File: src/hdl/acic_pkg.sv
package acic_pkg;

    localparam int MV_W       = 12;
    localparam int TYPE_W     = 10;
    localparam int REQ_W      = 2;
    localparam int IDX_W      = 3;
    localparam int STAT_W     = 2;
    localparam int TCNT_W     = 4;
    localparam int CFG_IDX_W  = 3;
    localparam int CFG_DATA_W = 12;

    localparam logic [MV_W-1:0] DIFF_THR_RST = 12'd100;
    localparam logic [MV_W-1:0] ABN_V_RST    = 12'd1800;

    typedef enum logic [REQ_W-1:0] {
        REQ_SAMPLE = 2'd0,
        REQ_TABLE  = 2'd1,
        REQ_START  = 2'd2
    } req_t;

    typedef enum logic [STAT_W-1:0] {
        ST_MATCH   = 2'd0,
        ST_NOMATCH = 2'd1,
        ST_INVALID = 2'd2,
        ST_ADCFAIL = 2'd3
    } status_t;

    typedef enum logic [CFG_IDX_W-1:0] {
        CFG_TABLE_COUNT = 3'd0,
        CFG_EMB_BATT    = 3'd1,
        CFG_FACT_BOOT   = 3'd2,
        CFG_DIFF_THR    = 3'd3,
        CFG_ABN_VOLT    = 3'd4
    } cfg_idx_t;

    typedef enum logic [3:0] {
        S_IDLE,
        S_DISPATCH,
        S_F_DIFF,
        S_F_CMP,
        S_C_LOOP,
        S_C_CMP,
        S_CLASSIFY,
        S_T_ADDR,
        S_T_LO,
        S_T_HI,
        S_FAIL,
        S_EMIT
    } state_t;

    typedef struct packed {
        logic [MV_W-1:0]   lo;
        logic [MV_W-1:0]   hi;
        logic [TYPE_W-1:0] code;
    } range_entry_t;

    typedef struct packed {
        logic            lt;
        logic [MV_W-1:0] mag;
    } cmp_res_t;

endpackage

File: src/hdl/acic_req_if.sv
interface acic_req_if;
    import acic_pkg::*;

    logic              valid;
    logic              ready;
    logic [REQ_W-1:0]  req_type;
    logic [MV_W-1:0]   adc_mv;
    logic              adc_fail;
    logic              cable_valid;
    logic [IDX_W-1:0]  entry_index;
    logic [MV_W-1:0]   entry_min;
    logic [MV_W-1:0]   entry_max;
    logic [TYPE_W-1:0] entry_type;

    modport source (
        output valid, req_type, adc_mv, adc_fail, cable_valid,
               entry_index, entry_min, entry_max, entry_type,
        input  ready
    );

    modport sink (
        input  valid, req_type, adc_mv, adc_fail, cable_valid,
               entry_index, entry_min, entry_max, entry_type,
        output ready
    );

endinterface

File: src/hdl/acic_res_if.sv
interface acic_res_if;
    import acic_pkg::*;

    logic              valid;
    logic              ready;
    logic [STAT_W-1:0] status;
    logic [TYPE_W-1:0] cable_type;
    logic [MV_W-1:0]   voltage_mv;

    modport source (
        output valid, status, cable_type, voltage_mv,
        input  ready
    );

    modport sink (
        input  valid, status, cable_type, voltage_mv,
        output ready
    );

endinterface

File: src/hdl/acic_cmp_unit.sv
module acic_cmp_unit (
    input  logic [acic_pkg::MV_W-1:0] a,
    input  logic [acic_pkg::MV_W-1:0] b,
    output acic_pkg::cmp_res_t        res
);
    import acic_pkg::*;

    logic [MV_W:0] diff;

    // a - b with borrow; magnitude is |a - b|
    assign diff    = {1'b0, a} - {1'b0, b};
    assign res.lt  = diff[MV_W];
    assign res.mag = diff[MV_W] ? (MV_W'(0) - diff[MV_W-1:0]) : diff[MV_W-1:0];

endmodule

File: src/hdl/acic_table.sv
module acic_table #(
    parameter int DEPTH = 8,
    parameter int AW    = 3
) (
    input  logic                   clk,
    input  logic                   wr_en,
    input  logic [AW-1:0]          wr_addr,
    input  acic_pkg::range_entry_t wr_data,
    input  logic [AW-1:0]          rd_addr,
    output acic_pkg::range_entry_t rd_data
);
    import acic_pkg::*;

    range_entry_t mem [DEPTH];
    range_entry_t rd_data_reg;

    always_ff @(posedge clk)
    begin
        if (wr_en)
        begin
            mem[wr_addr] <= wr_data;
        end
    end

    always_ff @(posedge clk)
    begin
        rd_data_reg <= mem[rd_addr];
    end

    assign rd_data = rd_data_reg;

endmodule

File: src/hdl/adc_cable_id_classifier.sv
// channel  | modport | payload
// req_ch   | sink    | req_type adc_mv adc_fail cable_valid entry_index entry_min
//          |         | entry_max entry_type
// res_ch   | source  | status cable_type voltage_mv
// cfg      | write   | cfg_we cfg_addr cfg_wdata
//
// Table writes, valid starts and ignored items end at decode (S_DISPATCH). A
// sample adds a pair compare (S_F_*) or, in check mode, a history compare per
// entry (S_C_*), S_CLASSIFY, S_T_* per range entry (up to TABLE_DEPTH), S_FAIL
// per failed attempt and S_EMIT per result; one shared subtract/compare unit.
// Reset loads config defaults and clears history, counters and current
// type/voltage. A result not yet taken holds the block in S_EMIT, stalling input.
module adc_cable_id_classifier #(
    parameter int TABLE_DEPTH = 8,
    parameter int MAX_SAMPLES = 4,
    parameter int RETRY_LIMIT = 3
) (
    input  logic                              clk,
    input  logic                              rst_n,
    acic_req_if.sink                          req_ch,
    acic_res_if.source                        res_ch,
    input  logic                              cfg_we,
    input  logic [acic_pkg::CFG_IDX_W-1:0]    cfg_addr,
    input  logic [acic_pkg::CFG_DATA_W-1:0]   cfg_wdata
);
    import acic_pkg::*;

    localparam int TAW = (TABLE_DEPTH > 1) ? $clog2(TABLE_DEPTH) : 1;
    localparam int NCW = ($clog2(TABLE_DEPTH + 1) > TCNT_W) ?
                         $clog2(TABLE_DEPTH + 1) : TCNT_W;
    localparam int HIW = $clog2(MAX_SAMPLES);
    localparam int SCW = $clog2(2 * MAX_SAMPLES);
    localparam int ACW = $clog2(RETRY_LIMIT + 1);

    // configuration
    logic [TCNT_W-1:0] tcount_reg;
    logic              emb_reg;
    logic              fboot_reg;
    logic [MV_W-1:0]   thr_reg;
    logic [MV_W-1:0]   abn_reg;

    // latched item
    req_t              it_req_reg;
    logic [MV_W-1:0]   it_adc_reg;
    logic              it_fail_reg;
    logic              it_valid_reg;
    logic [IDX_W-1:0]  it_idx_reg;
    logic [MV_W-1:0]   it_min_reg;
    logic [MV_W-1:0]   it_max_reg;
    logic [TYPE_W-1:0] it_type_reg;

    state_t            state_reg, state_next;
    logic              meas_reg, meas_next;
    logic [SCW-1:0]    cnt_reg, cnt_next;
    logic [ACW-1:0]    att_reg, att_next;
    logic [TYPE_W-1:0] cur_type_reg, cur_type_next;
    logic [MV_W-1:0]   cur_v_reg, cur_v_next;
    logic [MV_W-1:0]   hist_reg [MAX_SAMPLES];
    logic              hist_we;
    logic [HIW-1:0]    hist_wa;
    logic [SCW-1:0]    idx_reg, idx_next;
    logic [NCW-1:0]    tidx_reg, tidx_next;
    logic [MV_W-1:0]   d_reg, d_next;
    logic [MV_W-1:0]   v_reg, v_next;
    status_t           stat_reg, stat_next;
    logic              ov_reg, ov_next;
    status_t           o_stat_reg, o_stat_next;
    logic [TYPE_W-1:0] o_type_reg, o_type_next;
    logic [MV_W-1:0]   o_v_reg, o_v_next;

    logic [MV_W-1:0]   cmp_a, cmp_b;
    cmp_res_t          cmp_res;
    logic              tbl_we;
    range_entry_t      tbl_wdata;
    range_entry_t      tbl_rdata;
    logic [NCW-1:0]    n_eff;
    logic [SCW-1:0]    cnt_eff;
    logic [ACW-1:0]    att_inc;
    logic [NCW-1:0]    tidx_inc;
    logic              req_acc;

    acic_cmp_unit u_cmp (
        .a   (cmp_a),
        .b   (cmp_b),
        .res (cmp_res)
    );

    acic_table #(
        .DEPTH (TABLE_DEPTH),
        .AW    (TAW)
    ) u_table (
        .clk     (clk),
        .wr_en   (tbl_we),
        .wr_addr (TAW'(it_idx_reg)),
        .wr_data (tbl_wdata),
        .rd_addr (tidx_reg[TAW-1:0]),
        .rd_data (tbl_rdata)
    );

    assign req_acc      = req_ch.valid && req_ch.ready;
    assign req_ch.ready = (state_reg == S_IDLE);

    assign res_ch.valid      = ov_reg;
    assign res_ch.status     = o_stat_reg;
    assign res_ch.cable_type = o_type_reg;
    assign res_ch.voltage_mv = o_v_reg;

    assign tbl_wdata.lo   = it_min_reg;
    assign tbl_wdata.hi   = it_max_reg;
    assign tbl_wdata.code = it_type_reg;

    assign n_eff    = (NCW'(tcount_reg) > NCW'(TABLE_DEPTH)) ? NCW'(TABLE_DEPTH)
                                                             : NCW'(tcount_reg);
    assign cnt_eff  = (cnt_reg >= SCW'(MAX_SAMPLES)) ? SCW'(MAX_SAMPLES - 1) : cnt_reg;
    assign att_inc  = att_reg + ACW'(1);
    assign tidx_inc = tidx_reg + NCW'(1);

    always_ff @(posedge clk or negedge rst_n)
    begin
        if (!rst_n)
        begin
            tcount_reg <= '0;
            emb_reg    <= 1'b0;
            fboot_reg  <= 1'b0;
            thr_reg    <= DIFF_THR_RST;
            abn_reg    <= ABN_V_RST;
        end
        else if (cfg_we)
        begin
            unique case (cfg_idx_t'(cfg_addr))
                CFG_TABLE_COUNT: tcount_reg <= cfg_wdata[TCNT_W-1:0];
                CFG_EMB_BATT:    emb_reg    <= cfg_wdata[0];
                CFG_FACT_BOOT:   fboot_reg  <= cfg_wdata[0];
                CFG_DIFF_THR:    thr_reg    <= cfg_wdata[MV_W-1:0];
                CFG_ABN_VOLT:    abn_reg    <= cfg_wdata[MV_W-1:0];
                default:         ;
            endcase
        end
    end

    always_ff @(posedge clk)
    begin
        if (req_acc)
        begin
            it_req_reg   <= req_t'(req_ch.req_type);
            it_adc_reg   <= req_ch.adc_mv;
            it_fail_reg  <= req_ch.adc_fail;
            it_valid_reg <= req_ch.cable_valid;
            it_idx_reg   <= req_ch.entry_index;
            it_min_reg   <= req_ch.entry_min;
            it_max_reg   <= req_ch.entry_max;
            it_type_reg  <= req_ch.entry_type;
        end
    end

    // shared unit operand select
    always_comb
    begin
        cmp_a = '0;
        cmp_b = '0;
        unique case (state_reg)
            S_F_DIFF:
            begin
                cmp_a = it_adc_reg;
                cmp_b = hist_reg[0];
            end
            S_F_CMP:
            begin
                cmp_a = d_reg;
                cmp_b = thr_reg;
            end
            S_C_LOOP:
            begin
                cmp_a = it_adc_reg;
                cmp_b = hist_reg[idx_reg[HIW-1:0]];
            end
            S_C_CMP:
            begin
                cmp_a = thr_reg;
                cmp_b = d_reg;
            end
            S_T_LO:
            begin
                cmp_a = v_reg;
                cmp_b = tbl_rdata.lo;
            end
            S_T_HI:
            begin
                cmp_a = tbl_rdata.hi;
                cmp_b = v_reg;
            end
            default: ;
        endcase
    end

    always_comb
    begin
        state_next    = state_reg;
        meas_next     = meas_reg;
        cnt_next      = cnt_reg;
        att_next      = att_reg;
        cur_type_next = cur_type_reg;
        cur_v_next    = cur_v_reg;
        idx_next      = idx_reg;
        tidx_next     = tidx_reg;
        d_next        = d_reg;
        v_next        = v_reg;
        stat_next     = stat_reg;
        ov_next       = ov_reg && !res_ch.ready;
        o_stat_next   = o_stat_reg;
        o_type_next   = o_type_reg;
        o_v_next      = o_v_reg;
        hist_we       = 1'b0;
        hist_wa       = '0;
        tbl_we        = 1'b0;

        unique case (state_reg)
            S_IDLE:
            begin
                if (req_acc)
                begin
                    state_next = S_DISPATCH;
                end
            end

            S_DISPATCH:
            begin
                state_next = S_IDLE;
                case (it_req_reg)
                    REQ_TABLE:
                    begin
                        tbl_we = ({1'b0, it_idx_reg} < (IDX_W + 1)'(TABLE_DEPTH))
                                 || (TABLE_DEPTH > 7);
                    end
                    REQ_START:
                    begin
                        cnt_next = '0;
                        att_next = '0;
                        if (!it_valid_reg)
                        begin
                            meas_next     = 1'b0;
                            cur_type_next = '0;
                            cur_v_next    = '0;
                            stat_next     = ST_INVALID;
                            state_next    = S_EMIT;
                        end
                        else
                        begin
                            meas_next = 1'b1;
                        end
                    end
                    REQ_SAMPLE:
                    begin
                        if (meas_reg)
                        begin
                            if (cnt_reg == '0 && !it_valid_reg)
                            begin
                                meas_next     = 1'b0;
                                att_next      = '0;
                                cur_type_next = '0;
                                cur_v_next    = '0;
                                stat_next     = ST_INVALID;
                                state_next    = S_EMIT;
                            end
                            else if (it_fail_reg)
                            begin
                                stat_next  = ST_ADCFAIL;
                                state_next = S_FAIL;
                            end
                            else if (!emb_reg)
                            begin
                                v_next     = it_adc_reg;
                                state_next = S_CLASSIFY;
                            end
                            else if (fboot_reg)
                            begin
                                if (!cnt_reg[0])
                                begin
                                    hist_we  = 1'b1;
                                    hist_wa  = '0;
                                    cnt_next = cnt_reg + SCW'(1);
                                end
                                else
                                begin
                                    state_next = S_F_DIFF;
                                end
                            end
                            else
                            begin
                                hist_we    = 1'b1;
                                hist_wa    = cnt_eff[HIW-1:0];
                                cnt_next   = cnt_eff;
                                idx_next   = '0;
                                state_next = S_C_LOOP;
                            end
                        end
                    end
                    default: ;
                endcase
            end

            S_F_DIFF:
            begin
                d_next     = cmp_res.mag;
                state_next = S_F_CMP;
            end

            S_F_CMP:
            begin
                if (cmp_res.lt || ((cnt_reg >> 1) >= SCW'(MAX_SAMPLES - 1)))
                begin
                    v_next     = it_adc_reg;
                    state_next = S_CLASSIFY;
                end
                else
                begin
                    cnt_next   = cnt_reg + SCW'(1);
                    state_next = S_IDLE;
                end
            end

            S_C_LOOP:
            begin
                if (idx_reg == cnt_reg)
                begin
                    cnt_next = cnt_reg + SCW'(1);
                    if (cnt_reg >= SCW'(MAX_SAMPLES - 1))
                    begin
                        v_next     = it_adc_reg;
                        state_next = S_CLASSIFY;
                    end
                    else
                    begin
                        state_next = S_IDLE;
                    end
                end
                else
                begin
                    d_next     = cmp_res.mag;
                    state_next = S_C_CMP;
                end
            end

            S_C_CMP:
            begin
                // threshold below difference: unstable cable
                if (cmp_res.lt)
                begin
                    v_next     = abn_reg;
                    state_next = S_CLASSIFY;
                end
                else
                begin
                    idx_next   = idx_reg + SCW'(1);
                    state_next = S_C_LOOP;
                end
            end

            S_CLASSIFY:
            begin
                if (n_eff == '0)
                begin
                    cur_type_next = '0;
                    cur_v_next    = v_reg;
                    meas_next     = 1'b0;
                    stat_next     = ST_MATCH;
                    state_next    = S_EMIT;
                end
                else
                begin
                    tidx_next  = '0;
                    state_next = S_T_ADDR;
                end
            end

            S_T_ADDR:
            begin
                state_next = S_T_LO;
            end

            S_T_LO,
            S_T_HI:
            begin
                if (cmp_res.lt)
                begin
                    if (tidx_inc == n_eff)
                    begin
                        stat_next  = ST_NOMATCH;
                        state_next = S_FAIL;
                    end
                    else
                    begin
                        tidx_next  = tidx_inc;
                        state_next = S_T_ADDR;
                    end
                end
                else if (state_reg == S_T_LO)
                begin
                    state_next = S_T_HI;
                end
                else
                begin
                    cur_type_next = tbl_rdata.code;
                    cur_v_next    = v_reg;
                    meas_next     = 1'b0;
                    stat_next     = ST_MATCH;
                    state_next    = S_EMIT;
                end
            end

            S_FAIL:
            begin
                cnt_next = '0;
                if (att_inc >= ACW'(RETRY_LIMIT))
                begin
                    meas_next  = 1'b0;
                    att_next   = '0;
                    state_next = S_EMIT;
                end
                else
                begin
                    att_next   = att_inc;
                    state_next = S_IDLE;
                end
            end

            S_EMIT:
            begin
                if (!ov_reg || res_ch.ready)
                begin
                    ov_next     = 1'b1;
                    o_stat_next = stat_reg;
                    o_type_next = cur_type_reg;
                    o_v_next    = cur_v_reg;
                    state_next  = S_IDLE;
                end
            end

            default:
            begin
                state_next = S_IDLE;
            end
        endcase
    end

    always_ff @(posedge clk or negedge rst_n)
    begin
        if (!rst_n)
        begin
            state_reg    <= S_IDLE;
            meas_reg     <= 1'b0;
            cnt_reg      <= '0;
            att_reg      <= '0;
            cur_type_reg <= '0;
            cur_v_reg    <= '0;
            idx_reg      <= '0;
            tidx_reg     <= '0;
            d_reg        <= '0;
            v_reg        <= '0;
            stat_reg     <= ST_MATCH;
            ov_reg       <= 1'b0;
            o_stat_reg   <= ST_MATCH;
            o_type_reg   <= '0;
            o_v_reg      <= '0;
            for (int i = 0; i < MAX_SAMPLES; i++)
            begin
                hist_reg[i] <= '0;
            end
        end
        else
        begin
            state_reg    <= state_next;
            meas_reg     <= meas_next;
            cnt_reg      <= cnt_next;
            att_reg      <= att_next;
            cur_type_reg <= cur_type_next;
            cur_v_reg    <= cur_v_next;
            idx_reg      <= idx_next;
            tidx_reg     <= tidx_next;
            d_reg        <= d_next;
            v_reg        <= v_next;
            stat_reg     <= stat_next;
            ov_reg       <= ov_next;
            o_stat_reg   <= o_stat_next;
            o_type_reg   <= o_type_next;
            o_v_reg      <= o_v_next;
            if (hist_we)
            begin
                hist_reg[hist_wa] <= it_adc_reg;
            end
        end
    end

endmodule

File: src/flat_wrapper.sv
// flat-port wrapper written by rule: the top's interface ports become plain ports
module adc_cable_id_classifier_flat import acic_pkg::*;
#(
    parameter int TABLE_DEPTH = 8,
    parameter int MAX_SAMPLES = 4,
    parameter int RETRY_LIMIT = 3
)
  (clk, rst_n, cfg_we, cfg_addr, cfg_wdata, req_ch_valid, req_ch_req_type, req_ch_adc_mv, req_ch_adc_fail, req_ch_cable_valid, req_ch_entry_index, req_ch_entry_min, req_ch_entry_max, req_ch_entry_type, req_ch_ready, res_ch_valid, res_ch_status, res_ch_cable_type, res_ch_voltage_mv, res_ch_ready);
  acic_req_if req_ch_i ();
  acic_res_if res_ch_i ();
  input  logic clk;
  input  logic rst_n;
  input  logic cfg_we;
  input  logic [acic_pkg::CFG_IDX_W-1:0] cfg_addr;
  input  logic [acic_pkg::CFG_DATA_W-1:0] cfg_wdata;
  input wire logic [$bits(req_ch_i.valid)-1:0] req_ch_valid;
  input wire logic [$bits(req_ch_i.req_type)-1:0] req_ch_req_type;
  input wire logic [$bits(req_ch_i.adc_mv)-1:0] req_ch_adc_mv;
  input wire logic [$bits(req_ch_i.adc_fail)-1:0] req_ch_adc_fail;
  input wire logic [$bits(req_ch_i.cable_valid)-1:0] req_ch_cable_valid;
  input wire logic [$bits(req_ch_i.entry_index)-1:0] req_ch_entry_index;
  input wire logic [$bits(req_ch_i.entry_min)-1:0] req_ch_entry_min;
  input wire logic [$bits(req_ch_i.entry_max)-1:0] req_ch_entry_max;
  input wire logic [$bits(req_ch_i.entry_type)-1:0] req_ch_entry_type;
  output wire logic [$bits(req_ch_i.ready)-1:0] req_ch_ready;
  output wire logic [$bits(res_ch_i.valid)-1:0] res_ch_valid;
  output wire logic [$bits(res_ch_i.status)-1:0] res_ch_status;
  output wire logic [$bits(res_ch_i.cable_type)-1:0] res_ch_cable_type;
  output wire logic [$bits(res_ch_i.voltage_mv)-1:0] res_ch_voltage_mv;
  input wire logic [$bits(res_ch_i.ready)-1:0] res_ch_ready;
  assign req_ch_i.valid = req_ch_valid;
  assign req_ch_i.req_type = req_ch_req_type;
  assign req_ch_i.adc_mv = req_ch_adc_mv;
  assign req_ch_i.adc_fail = req_ch_adc_fail;
  assign req_ch_i.cable_valid = req_ch_cable_valid;
  assign req_ch_i.entry_index = req_ch_entry_index;
  assign req_ch_i.entry_min = req_ch_entry_min;
  assign req_ch_i.entry_max = req_ch_entry_max;
  assign req_ch_i.entry_type = req_ch_entry_type;
  assign req_ch_ready = req_ch_i.ready;
  assign res_ch_valid = res_ch_i.valid;
  assign res_ch_status = res_ch_i.status;
  assign res_ch_cable_type = res_ch_i.cable_type;
  assign res_ch_voltage_mv = res_ch_i.voltage_mv;
  assign res_ch_i.ready = res_ch_ready;
  adc_cable_id_classifier #(.TABLE_DEPTH(TABLE_DEPTH), .MAX_SAMPLES(MAX_SAMPLES), .RETRY_LIMIT(RETRY_LIMIT)) u_core (.clk(clk), .rst_n(rst_n), .req_ch(req_ch_i), .res_ch(res_ch_i), .cfg_we(cfg_we), .cfg_addr(cfg_addr), .cfg_wdata(cfg_wdata));
endmodule
File: config.mk
export PLATFORM = sky130hd
export DESIGN_NAME = adc_cable_id_classifier_flat
export DESIGN_NICKNAME = d
export VERILOG_FILES = /design/src/hdl/acic_pkg.sv /design/src/hdl/acic_req_if.sv /design/src/hdl/acic_res_if.sv /design/src/hdl/acic_cmp_unit.sv /design/src/hdl/acic_table.sv /design/src/hdl/adc_cable_id_classifier.sv /design/src/flat_wrapper.sv
export SDC_FILE = /design/constraint.sdc
export NUM_CORES = 1
export LEC_CHECK = 0
export BUFFER_PORTS_ARGS = -buffer_cell sky130_fd_sc_hd__buf_2
export CAP_MARGIN = 40
export CORE_MARGIN = 8
export CORE_UTILIZATION = 45
export DETAILED_ROUTE_END_ITERATION = 10
export PLACE_DENSITY = 0.72
export SLEW_MARGIN = 5
export SYNTH_ARGS = -nofsm -noshare
export SYNTH_HDL_FRONTEND = slang
export SYNTH_SLANG_ARGS = --single-unit
File: constraint.sdc
create_clock -name clk -period 8.83 [get_ports clk]
set_input_delay 1.766 -clock clk [delete_from_list [all_inputs] [get_ports clk]]
set_output_delay 1.766 -clock clk [all_outputs]
set_load 0.02 [all_outputs]
==> metrics.yaml <==
status: "finished, final reports clean"
ff2ff_setup_slack_ns: 3.74
htree_levels: 2
antenna_found_initial: 0
vias_per_cell: 5.75
yosys.area_share.simple: 0.0567
drive_above_1_share: 0.304
crit_start: "u_core.state_reg[2]"
peakVddDrop_mv: 0.229
post-route-min-period_ns: 5.09
numPortBuffers: 98
synthDistinctLibCells: 73
synthCells: 1365
synth_nets: 1458
grt_use_total: 0.176
place.gp.congestion: 0.901
ant_nets: 0
drt_iter0_markers: 1127
avgSynthCellArea_sq_um: 15.9
worstSetupEndpointType: "flip-flop"
start_util: 0.455
clkSlewWorstSetupHoldPaths_ns: 0.06
endpoint: "u_core.cur_v_reg[1]"
power_per_cell_area_nw_per_um2: 346
area_growth_pct: 14.6
setup_tns_ns: 0
crit_fanout: 31
cts_setup_buffers: 0
synth_edf_count: 325
grt_pass1_vias: 12600
drc: 0
tritoncts: "done"
worst_slew_pin_slew_ns: 0.851
largest_register_ffs: 272
cts_sinks: 527
die_y_microns: 236
synth-seq-cells: 527
setup_viol: 0
critPathKind: "reg2reg"
report.final.slew_viol_count: 0
reg2reg_depth: 19
cap_violations: 0
wl_per_cell_microns: 23.1
core_area_sq_um: 47600
vias: 12300
synth_async_sr_flop_share: 0.319
rr_endpoint: "u_core.cur_v_reg[1]"
finalHoldViolCount: 0
ys.flop_type: "edfxtp_1"
cts_buffers: 52
ios: 99
drt-total-wl_mm: 49.2
r2r_start: "u_core.state_reg[2]"
ys_seq_area_frac: 0.676
nets: 1567
p_leak_nw: 9.23
hp-class: "reg2reg"
max-slew-margin-rel: 0.433
synth_fa_ha_area_frac: 0.0119
crit_arrival_ns: 5.56
grt_first_pass_wirelength_mm: 75.9
period_share: 0.576
muxShareOfSynthArea: 0.162
dr.pass1.iters: 6
rows: 80
skew_ns: 0.0278
cts-root-buf: "clkbuf_16"
synth_top_family_by_area: "multiplexers"
fmax_ghz: 0.197
grt-ovfl-total: 0
diodes: 0
required_ns: 9.31
post-place-ws_ns: 3.46
synth_area_sq_um: 21700
layout_setup_ws_ns: 3.74
synth_compound_area_frac: 0.0650
place_hpwl_mm: 32.0
cts_hold_buf: 0
dieArea_sq_um: 55500
rsz0062_at_grt: "no"
synthXorXnorAreaFrac: 0.0117
yosys.area.top_type: "edfxtp_1"
grt_max_degree: 68
ctsResizeCount: 0
ys_warn_count: 0
synth_area_leaders: "edfxtp_1 45%, dfrtp_1 19%, mux4_2 8.3%, mux2_2 6.4%, dfxtp_1 3.1%"
die_w_microns: 236
insertion_delay_ns: 0.62
yosysTopAreaCellShare: 0.450
startpoint_type: "flip-flop"
cts_buffer_depth: 3
fill_cells: 3864
==> how the worst min path moves through the flow <==
stage                              startpoint                     end  slack [ns]  depth (start not counted)
floorplan           u_core.u_table.rd_data[0]  u_core.cur_type_reg[0]        0.42                          2
global placement    u_core.u_table.rd_data[3]  u_core.cur_type_reg[3]        0.43                          2
detailed placement  u_core.u_table.rd_data[3]  u_core.cur_type_reg[3]        0.43                          2
CTS                 u_core.u_table.rd_data[3]  u_core.cur_type_reg[3]        0.44                          2
global route        u_core.u_table.rd_data[3]  u_core.cur_type_reg[3]        0.46                          2
finish              u_core.u_table.rd_data[3]  u_core.cur_type_reg[3]        0.44                          2
==> final cells by class <==
class                           instances  area (sq um)  area share
Timing Repair Buffer                  132           833      0.0335
Clock buffer                           80          1570      0.0632
Multi-Input combinational cell        753          6750       0.272
Inverter                                8          30.0     0.00121
Tap cell                              615           769      0.0310
Sequential cell                       527         14700       0.590
Clock inverter                         18           233     0.00937
==> critical path: stages (launching register included) <==
cell and delay [ns]:
dfrtp_1 0.49, nand2b_1 0.25, nor3_2 0.28, buf_4 0.26
buf_4 0.23, a22oi_1 0.11, nand2_1 0.09, a21oi_1 0.04
ha_1 0.23, fa_1 0.40, nor2b_1 0.27, o31a_1 0.21
o21ai_1 0.10, a21oi_1 0.67, buf_4 0.29, o21bai_1 0.12
a211o_1 0.48, buf_16 0.25, nand2_1 0.08, o21ai_0 0.09
==> routing by layer <==
| metal | routed length, microns | vias to the layer above | GRT usage | part of all wire |
|---|---|---|---|---|
| met4 | 1100 | 0 | 0.0546 | 0.022 |
| li1 | - | 5489 | - | - |
| met1 | 21500 | 6217 | 0.245 | 0.44 |
| met3 | 3310 | 76 | 0.0313 | 0.067 |
| met2 | 23300 | 491 | 0.280 | 0.47 |
| met5 | 0 | - | 0 | 0 |
==> cells by family after synthesis <==
family,Yosys count
xor+xnor,28
flops,527
simple gates,264
compound gates,210
fa+ha+maj,20
mux,231
buf+inv,85
==> cell usage in the layout, fill, tap and decap left out, types with 8 or more instances in the layout <==
cell type	synthesis	layout
a21oi_1	56	56
a222oi_1	11	11
a22oi_1	37	37
a31oi_1	9	9
buf_2	15	97
buf_4	2	26
clkbuf_1	44	15
clkbuf_16	0	55
clkbuf_8	0	10
dfrtp_1	161	159
dfxtp_1	34	34
edfxtp_1	325	325
ha_1	19	19
mux2_2	124	124
mux2_4	10	10
mux2i_1	13	13
mux4_2	80	80
nand2_1	101	101
nand2b_1	14	14
nand3_1	28	28
nor2_1	64	56
nor2b_1	10	9
nor3_1	12	8
o21ai_0	42	41
xnor2_1	13	13
xor2_1	14	14
==> through the flow <==
step	std cells	hold WS [ns]	util	instance area, sq um	power, mW
finish	2133	0.444	0.522	24800	8.61
global route	2133	0.464	0.522	24800	9.06
CTS	2132	0.439	0.521	24800	8.64
detailed placement	2034	0.430	0.484	23000	6.35
global placement	2026	0.428	0.481	22900	6.26
floorplan	1365	0.417	-	21700	5.53
==> Yosys cell counts, types with 11 or more instances <==
master,count
edfxtp_1,325
dfrtp_1,161
mux2_2,124
nand2_1,101
mux4_2,80
nor2_1,64
a21oi_1,56
clkbuf_1,44
o21ai_0,42
a22oi_1,37
dfxtp_1,34
nand3_1,28
ha_1,19
buf_2,15
buf_1,14
nand2b_1,14
xor2_1,14
mux2i_1,13
xnor2_1,13
nor3_1,12
a222oi_1,11
==> power by group <==
part	switching (mW)	total [mW]	internal (mW)	leakage, nW
registers	0.439	3.47	3.03	5.39
logic	1.59	2.86	1.27	2.97
clock network	0.946	2.27	1.32	0.871
total	2.98	8.61	5.63	9.23
Power figures use the tool's default switching activity.
